==> config.mk <==
export PLATFORM = sky130hd
export DESIGN_NAME = undo_redo_history_ring_unit_flat
export DESIGN_NICKNAME = d
export VERILOG_FILES = /design/src/urh_pkg.sv /design/src/urh_cmd_if.sv /design/src/urh_rsp_if.sv /design/src/urh_ram.sv /design/src/urh_ctrl.sv /design/src/urh_dpath.sv /design/src/undo_redo_history_ring_unit.sv /design/src/flat_wrapper.sv
export SDC_FILE = /design/constraint.sdc
export NUM_CORES = 1
export LEC_CHECK = 0
export ABC_AREA = 1
export BUFFER_PORTS_ARGS = -buffer_cell sky130_fd_sc_hd__buf_2
export CAP_MARGIN = 10
export CORE_MARGIN = 5
export CORE_UTILIZATION = 33
export DETAILED_ROUTE_END_ITERATION = 12
export GPL_TIMING_DRIVEN = 0
export SETUP_SLACK_MARGIN = 0.4
export SYNTH_ARGS = -nofsm -noshare
export SYNTH_HDL_FRONTEND = slang
export SYNTH_HIERARCHICAL = 1
export SYNTH_SLANG_ARGS = --single-unit
==> constraint.sdc <==
create_clock -name clk -period 4.6 [get_ports clk]
set_input_delay 0.92 -clock clk [delete_from_list [all_inputs] [get_ports clk]]
set_output_delay 0.92 -clock clk [all_outputs]
set_load 0.05 [all_outputs]
==> src/urh_pkg.sv <==
`timescale 1ns / 1ps
// ----------------------------------------------------------------------------
// urh_pkg: shared types and constants of the undo/redo history ring
// Command codes, field widths, parameter defaults and the control/status
// structs between the controller and the datapath.
// ----------------------------------------------------------------------------
package urh_pkg;

    // Parameter defaults
    localparam int DEPTH_DEF        = 16;
    localparam int PAYLOAD_BITS_DEF = 32;

    // Fixed field widths
    localparam int FUNC_BITS     = 3;
    localparam int TYPE_BITS     = 4;
    localparam int PAY_PORT_BITS = 32;

    // Command codes
    localparam logic [FUNC_BITS-1:0] FUNC_CLEAR = 3'd0;
    localparam logic [FUNC_BITS-1:0] FUNC_ADD   = 3'd1;
    localparam logic [FUNC_BITS-1:0] FUNC_REDO  = 3'd2;
    localparam logic [FUNC_BITS-1:0] FUNC_UNDO  = 3'd3;
    localparam logic [FUNC_BITS-1:0] FUNC_MARK  = 3'd4;

    // History RAM read address select
    typedef logic [1:0] rd_sel_t;
    localparam rd_sel_t RD_CUR  = 2'd0;
    localparam rd_sel_t RD_NXT  = 2'd1;
    localparam rd_sel_t RD_WALK = 2'd2;

    // Controller to datapath commands
    typedef struct packed {
        logic    take_req;
        logic    sweep_init;
        logic    sweep_wr;
        rd_sel_t rd_sel;
        logic    wr_new;
        logic    wipe_wr;
        logic    redo_step;
        logic    undo_step;
        logic    mark_save;
        logic    cap_cur;
        logic    load_out;
    } cmd_t;

    // Datapath to controller status
    typedef struct packed {
        logic sweep_last;
        logic equal;
        logic nxt_ok;
        logic wipe_stop;
        logic out_busy;
    } sts_t;

endpackage

==> src/urh_cmd_if.sv <==
`timescale 1ns / 1ps
// ----------------------------------------------------------------------------
// urh_cmd_if: command channel of the history ring
// Valid/ready channel that carries one command request.
// ----------------------------------------------------------------------------
interface urh_cmd_if;

    logic                              valid;
    logic                              ready;
    logic [urh_pkg::FUNC_BITS-1:0]     func;
    logic [urh_pkg::TYPE_BITS-1:0]     entry_type;
    logic [urh_pkg::PAY_PORT_BITS-1:0] entry_payload;

    modport source (output valid, output func, output entry_type, output entry_payload,
                    input ready);
    modport sink   (input valid, input func, input entry_type, input entry_payload,
                    output ready);

endinterface

==> src/urh_rsp_if.sv <==
`timescale 1ns / 1ps
// ----------------------------------------------------------------------------
// urh_rsp_if: response channel of the history ring
// Valid/ready channel that carries the current entry and status flags.
// ----------------------------------------------------------------------------
interface urh_rsp_if;

    logic                              valid;
    logic                              ready;
    logic [urh_pkg::TYPE_BITS-1:0]     current_type;
    logic [urh_pkg::PAY_PORT_BITS-1:0] current_payload;
    logic                              can_redo;
    logic                              can_undo;
    logic                              at_saved;

    modport source (output valid, output current_type, output current_payload,
                    output can_redo, output can_undo, output at_saved, input ready);
    modport sink   (input valid, input current_type, input current_payload,
                    input can_redo, input can_undo, input at_saved, output ready);

endinterface

==> src/urh_ram.sv <==
`timescale 1ns / 1ps
// ----------------------------------------------------------------------------
// urh_ram: generic simple dual-port RAM
// One write port, one read port with registered read data.
// ----------------------------------------------------------------------------
module urh_ram #(
    parameter int WIDTH = 8,
    parameter int DEPTH = 16
) (
    input  logic                     clk,
    input  logic                     we,
    input  logic [$clog2(DEPTH)-1:0] waddr,
    input  logic [WIDTH-1:0]         wdata,
    input  logic [$clog2(DEPTH)-1:0] raddr,
    output logic [WIDTH-1:0]         rdata
);

    logic [WIDTH-1:0] mem [DEPTH];

    // Write and registered read
    always_ff @(posedge clk)
    begin
        if (we)
        begin
            mem[waddr] <= wdata;
        end
        rdata <= mem[raddr];
    end

endmodule

==> src/urh_ctrl.sv <==
`timescale 1ns / 1ps
// ----------------------------------------------------------------------------
// urh_ctrl: history ring controller
// Sequences clear sweeps, add with redo wipe, redo/undo/mark and the
// two-read status report for every request.
// ----------------------------------------------------------------------------
module urh_ctrl (
    input  logic                          clk,
    input  logic                          rst_n,
    input  logic                          in_valid,
    input  logic [urh_pkg::FUNC_BITS-1:0] in_func,
    output logic                          in_ready,
    input  urh_pkg::sts_t                 sts,
    output urh_pkg::cmd_t                 cmd
);

    localparam logic [3:0] S_INIT     = 4'd0;
    localparam logic [3:0] S_IDLE     = 4'd1;
    localparam logic [3:0] S_CLR      = 4'd2;
    localparam logic [3:0] S_ADD_CMP  = 4'd3;
    localparam logic [3:0] S_WIPE_RD  = 4'd4;
    localparam logic [3:0] S_WIPE_CHK = 4'd5;
    localparam logic [3:0] S_REDO_RD  = 4'd6;
    localparam logic [3:0] S_REDO_CHK = 4'd7;
    localparam logic [3:0] S_REP_A    = 4'd8;
    localparam logic [3:0] S_REP_B    = 4'd9;
    localparam logic [3:0] S_REP_C    = 4'd10;

    logic [3:0] state_reg;
    logic [3:0] state_next;

    // State register; reset starts the RAM clearing sweep
    always_ff @(posedge clk or negedge rst_n)
    begin
        if (!rst_n)
        begin
            state_reg <= S_INIT;
        end
        else
        begin
            state_reg <= state_next;
        end
    end

    // Next state and commands
    always_comb
    begin
        cmd        = '0;
        cmd.rd_sel = urh_pkg::RD_CUR;
        in_ready   = 1'b0;
        state_next = state_reg;
        unique case (state_reg)
            S_INIT:
            begin
                cmd.sweep_wr = 1'b1;
                if (sts.sweep_last)
                begin
                    state_next = S_IDLE;
                end
            end
            S_IDLE:
            begin
                in_ready = 1'b1;
                if (in_valid)
                begin
                    cmd.take_req = 1'b1;
                    unique case (in_func)
                        urh_pkg::FUNC_CLEAR:
                        begin
                            cmd.sweep_init = 1'b1;
                            state_next     = S_CLR;
                        end
                        urh_pkg::FUNC_ADD:  state_next = S_ADD_CMP;
                        urh_pkg::FUNC_REDO: state_next = S_REDO_RD;
                        urh_pkg::FUNC_UNDO:
                        begin
                            cmd.undo_step = 1'b1;
                            state_next    = S_REP_A;
                        end
                        urh_pkg::FUNC_MARK:
                        begin
                            cmd.mark_save = 1'b1;
                            state_next    = S_REP_A;
                        end
                        default: state_next = S_REP_A;
                    endcase
                end
            end
            S_CLR:
            begin
                cmd.sweep_wr = 1'b1;
                if (sts.sweep_last)
                begin
                    state_next = S_REP_A;
                end
            end
            // Current entry was read at accept; skip add of an equal entry
            S_ADD_CMP:
            begin
                if (sts.equal)
                begin
                    state_next = S_REP_A;
                end
                else
                begin
                    cmd.wr_new = 1'b1;
                    state_next = S_WIPE_RD;
                end
            end
            S_WIPE_RD:
            begin
                cmd.rd_sel = urh_pkg::RD_WALK;
                state_next = S_WIPE_CHK;
            end
            S_WIPE_CHK:
            begin
                cmd.rd_sel = urh_pkg::RD_WALK;
                if (sts.wipe_stop)
                begin
                    state_next = S_REP_A;
                end
                else
                begin
                    cmd.wipe_wr = 1'b1;
                    state_next  = S_WIPE_RD;
                end
            end
            S_REDO_RD:
            begin
                cmd.rd_sel = urh_pkg::RD_NXT;
                state_next = S_REDO_CHK;
            end
            S_REDO_CHK:
            begin
                cmd.rd_sel    = urh_pkg::RD_NXT;
                cmd.redo_step = sts.nxt_ok;
                state_next    = S_REP_A;
            end
            // Report: read cursor slot, then next slot for the redo flag
            S_REP_A:
            begin
                state_next = S_REP_B;
            end
            S_REP_B:
            begin
                cmd.rd_sel  = urh_pkg::RD_NXT;
                cmd.cap_cur = 1'b1;
                state_next  = S_REP_C;
            end
            S_REP_C:
            begin
                cmd.rd_sel = urh_pkg::RD_NXT;
                if (!sts.out_busy)
                begin
                    cmd.load_out = 1'b1;
                    state_next   = S_IDLE;
                end
            end
            default: state_next = S_IDLE;
        endcase
    end

endmodule

==> src/urh_dpath.sv <==
`timescale 1ns / 1ps
// ----------------------------------------------------------------------------
// urh_dpath: history ring datapath
// Pointer registers, history RAM, request latch and response register.
// ----------------------------------------------------------------------------
module urh_dpath #(
    parameter int DEPTH        = urh_pkg::DEPTH_DEF,
    parameter int PAYLOAD_BITS = urh_pkg::PAYLOAD_BITS_DEF
) (
    input  logic                              clk,
    input  logic                              rst_n,
    input  urh_pkg::cmd_t                     cmd,
    output urh_pkg::sts_t                     sts,
    input  logic [urh_pkg::TYPE_BITS-1:0]     in_type,
    input  logic [urh_pkg::PAY_PORT_BITS-1:0] in_payload,
    output logic                              out_valid,
    input  logic                              out_ready,
    output logic [urh_pkg::TYPE_BITS-1:0]     out_type,
    output logic [urh_pkg::PAY_PORT_BITS-1:0] out_payload,
    output logic                              out_can_redo,
    output logic                              out_can_undo,
    output logic                              out_at_saved
);

    localparam int AW   = $clog2(DEPTH);
    localparam int KEEP = (PAYLOAD_BITS < urh_pkg::PAY_PORT_BITS) ?
                          PAYLOAD_BITS : urh_pkg::PAY_PORT_BITS;
    localparam int TW   = urh_pkg::TYPE_BITS;
    localparam int EW   = TW + KEEP;
    localparam logic [AW-1:0] LAST = AW'(DEPTH - 1);

    function automatic logic [AW-1:0] next_slot(input logic [AW-1:0] k);
        return (k == LAST) ? '0 : k + 1'b1;
    endfunction

    function automatic logic [AW-1:0] prev_slot(input logic [AW-1:0] k);
        return (k == '0) ? LAST : k - 1'b1;
    endfunction

    logic [AW-1:0]   cursor_reg;
    logic [AW-1:0]   oldest_reg;
    logic [AW-1:0]   saved_slot_reg;
    logic            saved_valid_reg;
    logic [AW-1:0]   walk_reg;
    logic [TW-1:0]   req_type_reg;
    logic [KEEP-1:0] req_pay_reg;
    logic [TW-1:0]   cap_type_reg;
    logic [KEEP-1:0] cap_pay_reg;
    logic            out_valid_reg;
    logic [TW-1:0]   out_type_reg;
    logic [urh_pkg::PAY_PORT_BITS-1:0] out_pay_reg;
    logic            out_redo_reg;
    logic            out_undo_reg;
    logic            out_saved_reg;

    logic [AW-1:0]   cursor_nx;
    logic [AW-1:0]   rd_addr;
    logic [AW-1:0]   wr_addr;
    logic [EW-1:0]   wr_data;
    logic            wr_en;
    logic [EW-1:0]   rd_data;
    logic [TW-1:0]   rd_type;
    logic [KEEP-1:0] rd_pay;

    assign cursor_nx = next_slot(cursor_reg);
    assign rd_type   = rd_data[EW-1 -: TW];
    assign rd_pay    = rd_data[KEEP-1:0];

    // RAM port muxing
    always_comb
    begin
        case (cmd.rd_sel)
            urh_pkg::RD_CUR:  rd_addr = cursor_reg;
            urh_pkg::RD_NXT:  rd_addr = cursor_nx;
            urh_pkg::RD_WALK: rd_addr = walk_reg;
            default:          rd_addr = cursor_reg;
        endcase
    end

    assign wr_en   = cmd.sweep_wr | cmd.wr_new | cmd.wipe_wr;
    assign wr_addr = cmd.wr_new ? cursor_nx : walk_reg;

    always_comb
    begin
        if (cmd.wr_new)
        begin
            wr_data = {req_type_reg, req_pay_reg};
        end
        else if (cmd.wipe_wr)
        begin
            wr_data = {TW'(0), rd_pay};
        end
        else
        begin
            wr_data = '0;
        end
    end

    urh_ram #(
        .WIDTH (EW),
        .DEPTH (DEPTH)
    ) u_hist_ram (
        .clk   (clk),
        .we    (wr_en),
        .waddr (wr_addr),
        .wdata (wr_data),
        .raddr (rd_addr),
        .rdata (rd_data)
    );

    // Status to controller
    assign sts.sweep_last = (walk_reg == LAST);
    assign sts.equal      = (rd_type == req_type_reg) && (rd_pay == req_pay_reg);
    assign sts.nxt_ok     = (cursor_nx != oldest_reg) && (rd_type != '0);
    assign sts.wipe_stop  = (walk_reg == oldest_reg) || (rd_type == '0);
    assign sts.out_busy   = out_valid_reg && !out_ready;

    // Ring pointers and saved mark
    always_ff @(posedge clk or negedge rst_n)
    begin
        if (!rst_n)
        begin
            cursor_reg      <= '0;
            oldest_reg      <= '0;
            saved_slot_reg  <= '0;
            saved_valid_reg <= 1'b1;
            walk_reg        <= '0;
        end
        else if (cmd.sweep_init)
        begin
            cursor_reg      <= '0;
            oldest_reg      <= '0;
            saved_slot_reg  <= '0;
            saved_valid_reg <= 1'b1;
            walk_reg        <= '0;
        end
        else if (cmd.sweep_wr)
        begin
            walk_reg <= next_slot(walk_reg);
        end
        else if (cmd.wr_new)
        begin
            // advance cursor; push oldest and drop saved mark when overwritten
            cursor_reg <= cursor_nx;
            walk_reg   <= next_slot(cursor_nx);
            if (cursor_nx == oldest_reg)
            begin
                oldest_reg <= next_slot(oldest_reg);
            end
            if (saved_valid_reg && (saved_slot_reg == cursor_nx))
            begin
                saved_valid_reg <= 1'b0;
            end
        end
        else if (cmd.wipe_wr)
        begin
            walk_reg <= next_slot(walk_reg);
            if (saved_valid_reg && (saved_slot_reg == walk_reg))
            begin
                saved_valid_reg <= 1'b0;
            end
        end
        else if (cmd.redo_step)
        begin
            cursor_reg <= cursor_nx;
        end
        else if (cmd.undo_step)
        begin
            if (cursor_reg != oldest_reg)
            begin
                cursor_reg <= prev_slot(cursor_reg);
            end
        end
        else if (cmd.mark_save)
        begin
            saved_slot_reg  <= cursor_reg;
            saved_valid_reg <= 1'b1;
        end
    end

    // Request latch, captured entry and response payload
    always_ff @(posedge clk)
    begin
        if (cmd.take_req)
        begin
            req_type_reg <= in_type;
            req_pay_reg  <= in_payload[KEEP-1:0];
        end
        if (cmd.cap_cur)
        begin
            cap_type_reg <= rd_type;
            cap_pay_reg  <= rd_pay;
        end
        if (cmd.load_out)
        begin
            out_type_reg  <= cap_type_reg;
            out_pay_reg   <= urh_pkg::PAY_PORT_BITS'(cap_pay_reg);
            out_redo_reg  <= sts.nxt_ok;
            out_undo_reg  <= (cursor_reg != oldest_reg);
            out_saved_reg <= saved_valid_reg && (saved_slot_reg == cursor_reg);
        end
    end

    // Response valid
    always_ff @(posedge clk or negedge rst_n)
    begin
        if (!rst_n)
        begin
            out_valid_reg <= 1'b0;
        end
        else if (cmd.load_out)
        begin
            out_valid_reg <= 1'b1;
        end
        else if (out_ready)
        begin
            out_valid_reg <= 1'b0;
        end
    end

    assign out_valid    = out_valid_reg;
    assign out_type     = out_type_reg;
    assign out_payload  = out_pay_reg;
    assign out_can_redo = out_redo_reg;
    assign out_can_undo = out_undo_reg;
    assign out_at_saved = out_saved_reg;

    // An add never leaves the cursor on the oldest slot
    a_add_cursor_oldest: assert property (@(posedge clk) disable iff (!rst_n)
        cmd.wr_new |=> (cursor_reg != oldest_reg))
        else $error("cursor equals oldest after add");

    // The redo wipe never touches the current slot
    a_wipe_not_cursor: assert property (@(posedge clk) disable iff (!rst_n)
        cmd.wipe_wr |-> (walk_reg != cursor_reg))
        else $error("redo wipe hit cursor slot");

    // A pending response is never overwritten
    a_no_resp_overrun: assert property (@(posedge clk) disable iff (!rst_n)
        cmd.load_out |-> !(out_valid_reg && !out_ready))
        else $error("response register overrun");

    // Redo only steps when the next slot is live
    a_redo_gated: assert property (@(posedge clk) disable iff (!rst_n)
        cmd.redo_step |-> (cursor_nx != oldest_reg))
        else $error("redo stepped onto oldest slot");

endmodule

==> src/undo_redo_history_ring_unit.sv <==
`timescale 1ns / 1ps
// ----------------------------------------------------------------------------
// undo_redo_history_ring_unit: undo/redo history ring
// Ring of DEPTH history entries with cursor, oldest slot and saved mark.
// ----------------------------------------------------------------------------
// One request at a time, one response per request. After reset the history
// RAM is swept to zero, during which no request is taken. Each request ends
// with a status report that reads the cursor slot and then the next slot; a
// clear first sweeps the RAM, and an add of an entry that is not equal to the
// current one then wipes the redo slots one at a time, each read and then
// checked, as the history RAM has a single read port. A new request is taken
// as soon as the response is loaded, even while it still waits to be taken.
module undo_redo_history_ring_unit #(
    parameter int DEPTH        = urh_pkg::DEPTH_DEF,
    parameter int PAYLOAD_BITS = urh_pkg::PAYLOAD_BITS_DEF
) (
    input logic     clk,
    input logic     rst_n,
    urh_cmd_if.sink   cmd,
    urh_rsp_if.source rsp
);

    urh_pkg::cmd_t ctl_cmd;
    urh_pkg::sts_t ctl_sts;
    logic          in_ready;

    assign cmd.ready = in_ready;

    urh_ctrl u_ctrl (
        .clk      (clk),
        .rst_n    (rst_n),
        .in_valid (cmd.valid),
        .in_func  (cmd.func),
        .in_ready (in_ready),
        .sts      (ctl_sts),
        .cmd      (ctl_cmd)
    );

    urh_dpath #(
        .DEPTH        (DEPTH),
        .PAYLOAD_BITS (PAYLOAD_BITS)
    ) u_dpath (
        .clk          (clk),
        .rst_n        (rst_n),
        .cmd          (ctl_cmd),
        .sts          (ctl_sts),
        .in_type      (cmd.entry_type),
        .in_payload   (cmd.entry_payload),
        .out_valid    (rsp.valid),
        .out_ready    (rsp.ready),
        .out_type     (rsp.current_type),
        .out_payload  (rsp.current_payload),
        .out_can_redo (rsp.can_redo),
        .out_can_undo (rsp.can_undo),
        .out_at_saved (rsp.at_saved)
    );

endmodule

==> src/flat_wrapper.sv <==
// flat-port wrapper written by rule: the top's interface ports become plain ports
module undo_redo_history_ring_unit_flat 
#(
    parameter int DEPTH        = urh_pkg::DEPTH_DEF,
    parameter int PAYLOAD_BITS = urh_pkg::PAYLOAD_BITS_DEF
)
  (clk, rst_n, cmd_valid, cmd_func, cmd_entry_type, cmd_entry_payload, cmd_ready, rsp_valid, rsp_current_type, rsp_current_payload, rsp_can_redo, rsp_can_undo, rsp_at_saved, rsp_ready);
  urh_cmd_if cmd_i ();
  urh_rsp_if rsp_i ();
  input logic clk;
  input logic rst_n;
  input wire logic [$bits(cmd_i.valid)-1:0] cmd_valid;
  input wire logic [$bits(cmd_i.func)-1:0] cmd_func;
  input wire logic [$bits(cmd_i.entry_type)-1:0] cmd_entry_type;
  input wire logic [$bits(cmd_i.entry_payload)-1:0] cmd_entry_payload;
  output wire logic [$bits(cmd_i.ready)-1:0] cmd_ready;
  output wire logic [$bits(rsp_i.valid)-1:0] rsp_valid;
  output wire logic [$bits(rsp_i.current_type)-1:0] rsp_current_type;
  output wire logic [$bits(rsp_i.current_payload)-1:0] rsp_current_payload;
  output wire logic [$bits(rsp_i.can_redo)-1:0] rsp_can_redo;
  output wire logic [$bits(rsp_i.can_undo)-1:0] rsp_can_undo;
  output wire logic [$bits(rsp_i.at_saved)-1:0] rsp_at_saved;
  input wire logic [$bits(rsp_i.ready)-1:0] rsp_ready;
  assign cmd_i.valid = cmd_valid;
  assign cmd_i.func = cmd_func;
  assign cmd_i.entry_type = cmd_entry_type;
  assign cmd_i.entry_payload = cmd_entry_payload;
  assign cmd_ready = cmd_i.ready;
  assign rsp_valid = rsp_i.valid;
  assign rsp_current_type = rsp_i.current_type;
  assign rsp_current_payload = rsp_i.current_payload;
  assign rsp_can_redo = rsp_i.can_redo;
  assign rsp_can_undo = rsp_i.can_undo;
  assign rsp_at_saved = rsp_i.at_saved;
  assign rsp_i.ready = rsp_ready;
  undo_redo_history_ring_unit #(.DEPTH(DEPTH), .PAYLOAD_BITS(PAYLOAD_BITS)) u_core (.clk(clk), .rst_n(rst_n), .cmd(cmd_i), .rsp(rsp_i));
endmodule
==> summary.txt <==
outcome -> finished clean
leak pwr -> 15.8 nW
# port buffers -> 83
ANT cells -> 0
CTS tree -> done
Distinct cells, synth -> 43
final worst setup slack -> 0.314 ns
flip-flop count of the largest register after layout -> 576
clock buffers created by TritonCTS -> 81
drt wl/cell -> 22.4 µm
Clock Sinks -> 745
Worst VDD drop -> 498 µV
largest stage delay on the critical path -> 1.11 ns
Area contributors post-synth -> sky130_fd_sc_hd__edfxtp_1 (65%), sky130_fd_sc_hd__nand2_1 (10%), sky130_fd_sc_hd__nand3_1 (7.2%), sky130_fd_sc_hd__inv_1 (5.8%), sky130_fd_sc_hd__dfxtp_1 (2.3%)
internal power -> 16.0 mW
largest net degree at the start of global routing -> 25
required time worst endpoint -> 4.85 ns
global-route wire length before repair -> 145,000 µm
Period minus WS final -> 4.29 ns
Worst setup SP type -> register
residual antenna-violating net count after detailed routing -> 0
max capacitance violation total -> 0
wire length after detailed routing -> 102,000 µm
dpl hpwl -> 64,700 µm
part of the total power dissipated in the clock network -> 0.215
category of the worst setup path capture point -> register
synth warn -> 6
Rel. slew slack -> 0.130
cell family with most CP delay -> simple AND/OR/NAND/NOR gates
post-route fraction of the period consumed by the critical path -> 0.932
gate count after technology mapping -> 2,972
Most flops, register -> u_core/u_dpath/u_hist_ram/mem
clock edge transition at the registers on the reported setup and hold paths -> 0.06 ns
fin area -> 0.0375 mm²
cell taking the most area after synthesis -> sky130_fd_sc_hd__edfxtp_1
number of failing setup endpoints in the final timing report -> 0
number of levels in the clock H-tree -> 3
worst hold margin -> 0.260 ns
DR vias -> 22,623
path type of the worst setup path -> reg2reg
source-to-sink clock delay at the later pin of the worst-skew pair -> 0.65 ns
total DRC errors in the routed layout -> 0
leading cell types in the layout, fill and taps excluded -> sky130_fd_sc_hd__nand2_1 (868), sky130_fd_sc_hd__edfxtp_1 (687), sky130_fd_sc_hd__inv_1 (493)
Sequential Power Share -> 0.327
RSZ-0062 raised after global routing -> yes
final sum of negative setup slack -> 0 ns
layout cells sized above 1 -> 0.131
data arrival at the endpoint of the critical path -> 4.53 ns
Detailed Route Iter0 Violations -> 3,209
post-layout net count -> 3,251
Least-Margin Pin Slew -> 1.31 ns
effective utilization at floorplan -> 0.334
vias in the first global route -> 21,099
Logic pwr share -> 0.458
total track usage -> 0.193
clock buffer depth -> 3
Primary FF master, synth -> sky130_fd_sc_hd__edfxtp_1
Die Footprint -> 0.103 mm²
number of failing hold endpoints at the final stage -> 0
area share of the largest cell type after synthesis -> 0.649
Synth Register Bits -> 745
type of the tightest min-delay check -> in2async
Sw Share -> 0.445
Place WS -> -0.460 ns
most frequent cell on the critical path -> sky130_fd_sc_hd__nor2_1
number of hold buffers added after CTS -> 0
Seq/Total Area, Yosys -> 0.689
pwr dens -> 769 mW/mm²
# rows -> 113
post-placement cell area -> 0.0345 mm²
final design utilization -> 0.393
critical-path cell list -> xnor2_2, nand4_1, nor2_1, nand3_1, nor2_2, nor2_1, buf_2, inv_2, nand2_1, clkbuf_1, o22ai_1
Routability Congestion -> 0.877
net switching power figure -> 12.8 mW
Buf+Inv Stages, Crit Path -> 3
Netlist Area Pre-Place -> 0.0318 mm²
number of antenna violations at the first check in global routing -> 6
largest registers -> u_core/u_dpath/u_hist_ram/mem (576), u_core/u_dpath/u_hist_ram/rdata (36)
commonest non-fill, non-tap cell in the layout -> sky130_fd_sc_hd__nand2_1
Die X-Extent -> 320 µm
cell type of the slowest stage on the worst timing path -> sky130_fd_sc_hd__o22ai_1
ys async rst share -> 0.0295
syn nets -> 3,022
number of I/O pins -> 84
maximum fanout encountered on the critical timing path -> 16
Fmax achieved -> 233 MHz
1st-pass router iterations -> 6
Filler cells -> 9,121
die height -> 320 µm
synthesized area per cell -> 10.7 µm²
Std-Cell Core Area -> 0.0953 mm²
Vias per Instance -> 4.99
master cell of the clock root buffer -> sky130_fd_sc_hd__clkbuf_16
Final Skew -> 0.0367 ns
number of synthesized flops with an enable pin -> 687
relative area change from synthesis to final layout -> 17.9%
number of max-slew violations in the final report -> 0
global-route congestion overflow total -> 0
worst paths after layout:
check                                                     from                                   to  slack, ns  cells past startpoint
worst max-delay path            u_core/u_dpath/req_pay_reg[17]  u_core/u_dpath/u_hist_ram/mem[5][7]       0.31                     11
worst min register to register   u_core/u_dpath/cap_pay_reg[4]        u_core/u_dpath/out_payload[4]       0.41                      0
worst min-delay path                                     rst_n     u_core/u_dpath/saved_slot_reg[0]       0.26                      1
max in group asynchronous                                rst_n         u_core/u_dpath/cursor_reg[0]       3.95                      1
min in group clk                 u_core/u_dpath/cap_pay_reg[4]        u_core/u_dpath/out_payload[4]       0.41                      0
worst max register to register  u_core/u_dpath/req_pay_reg[17]  u_core/u_dpath/u_hist_ram/mem[5][7]       0.31                     11
cell usage after synthesis (23+ instances only):
master	count
sky130_fd_sc_hd__a22o_1	23
sky130_fd_sc_hd__buf_2	57
sky130_fd_sc_hd__buf_4	28
sky130_fd_sc_hd__clkbuf_1	24
sky130_fd_sc_hd__dfxtp_1	36
sky130_fd_sc_hd__edfxtp_1	687
sky130_fd_sc_hd__inv_1	494
sky130_fd_sc_hd__nand2_1	869
sky130_fd_sc_hd__nand3_1	458
sky130_fd_sc_hd__nor2_1	67
sky130_fd_sc_hd__o22ai_1	29
sky130_fd_sc_hd__xnor2_1	24
power groups by stage:
stage / Sequential, mW / Clock [mW] / Combinational [mW]
detailed placement: 9.53 / 0 / 12.5
finish: 9.43 / 6.19 / 13.2
CTS: 9.40 / 6.28 / 12.8
global route: 9.50 / 6.58 / 14.0
global placement: 9.64 / 0 / 12.0
floorplan: 9.34 / 0 / 7.31
layout make-up:
cell class                 count  area (µm²)  share of cell area
tap                         1265        1580              0.0422
timing repair buffer         143        1350              0.0361
clock buffer                 126        2340              0.0624
clock inverter                22         179             0.00477
buffer                       136         749              0.0200
sequential                   745       21900               0.584
inverter                     511        1930              0.0515
multi-input combinational   1583        7450               0.199
per-layer routing:
metal | up-vias | track usage | part of all wire
met3 | 337 | 0.0513 | 0.12
met2 | 1326 | 0.292 | 0.43
met1 | 10768 | 0.263 | 0.40
li1 | 10188 | - | -
met5 | - | 0 | 0.00023
met4 | 4 | 0.0849 | 0.054
stage by stage:
step / instances / power [mW]
2_1_floorplan: 2972 / 16.6
3_3_place_gp: 4320 / 21.7
3_5_place_dp: 4346 / 22.1
4_1_cts: 4528 / 28.5
5_1_grt: 4531 / 30.1
6_report: 4531 / 28.8
cell families (layout without fill, tap and decap cells):
logic type / after synthesis / count (layout) / share of synthesized area
xor+xnor: 41 / 41 / 0.0113
compound gates: 93 / 93 / 0.0194
fa+ha+maj: 7 / 7 / 0.00275
flops: 745 / 745 / 0.689
buf+inv: 647 / 938 / 0.0838
simple gates: 1439 / 1442 / 0.194
worst register-to-register path, stage by stage (launching register included):
cell and delay, ns:
sky130_fd_sc_hd__edfxtp_1 0.43, sky130_fd_sc_hd__xnor2_2 0.38, sky130_fd_sc_hd__nand4_1 0.27, sky130_fd_sc_hd__nor2_1 0.15, sky130_fd_sc_hd__nand3_1 0.23, sky130_fd_sc_hd__nor2_2 0.33
sky130_fd_sc_hd__nor2_1 0.08, sky130_fd_sc_hd__buf_2 0.19, sky130_fd_sc_hd__inv_2 0.16, sky130_fd_sc_hd__nand2_1 0.11, sky130_fd_sc_hd__clkbuf_1 0.44, sky130_fd_sc_hd__o22ai_1 1.12
repair_timing:
| action | in CTS | in global routing |
|---|---|---|
| buffers inserted | 31 | 0 |
| resized for setup | 15 | 5 |
| gates cloned | 3 | 0 |
| endpoints found under the setup margin | 723 | 504 |
| pin swaps | 18 | 0 |
(Power assumes the default switching activity.)
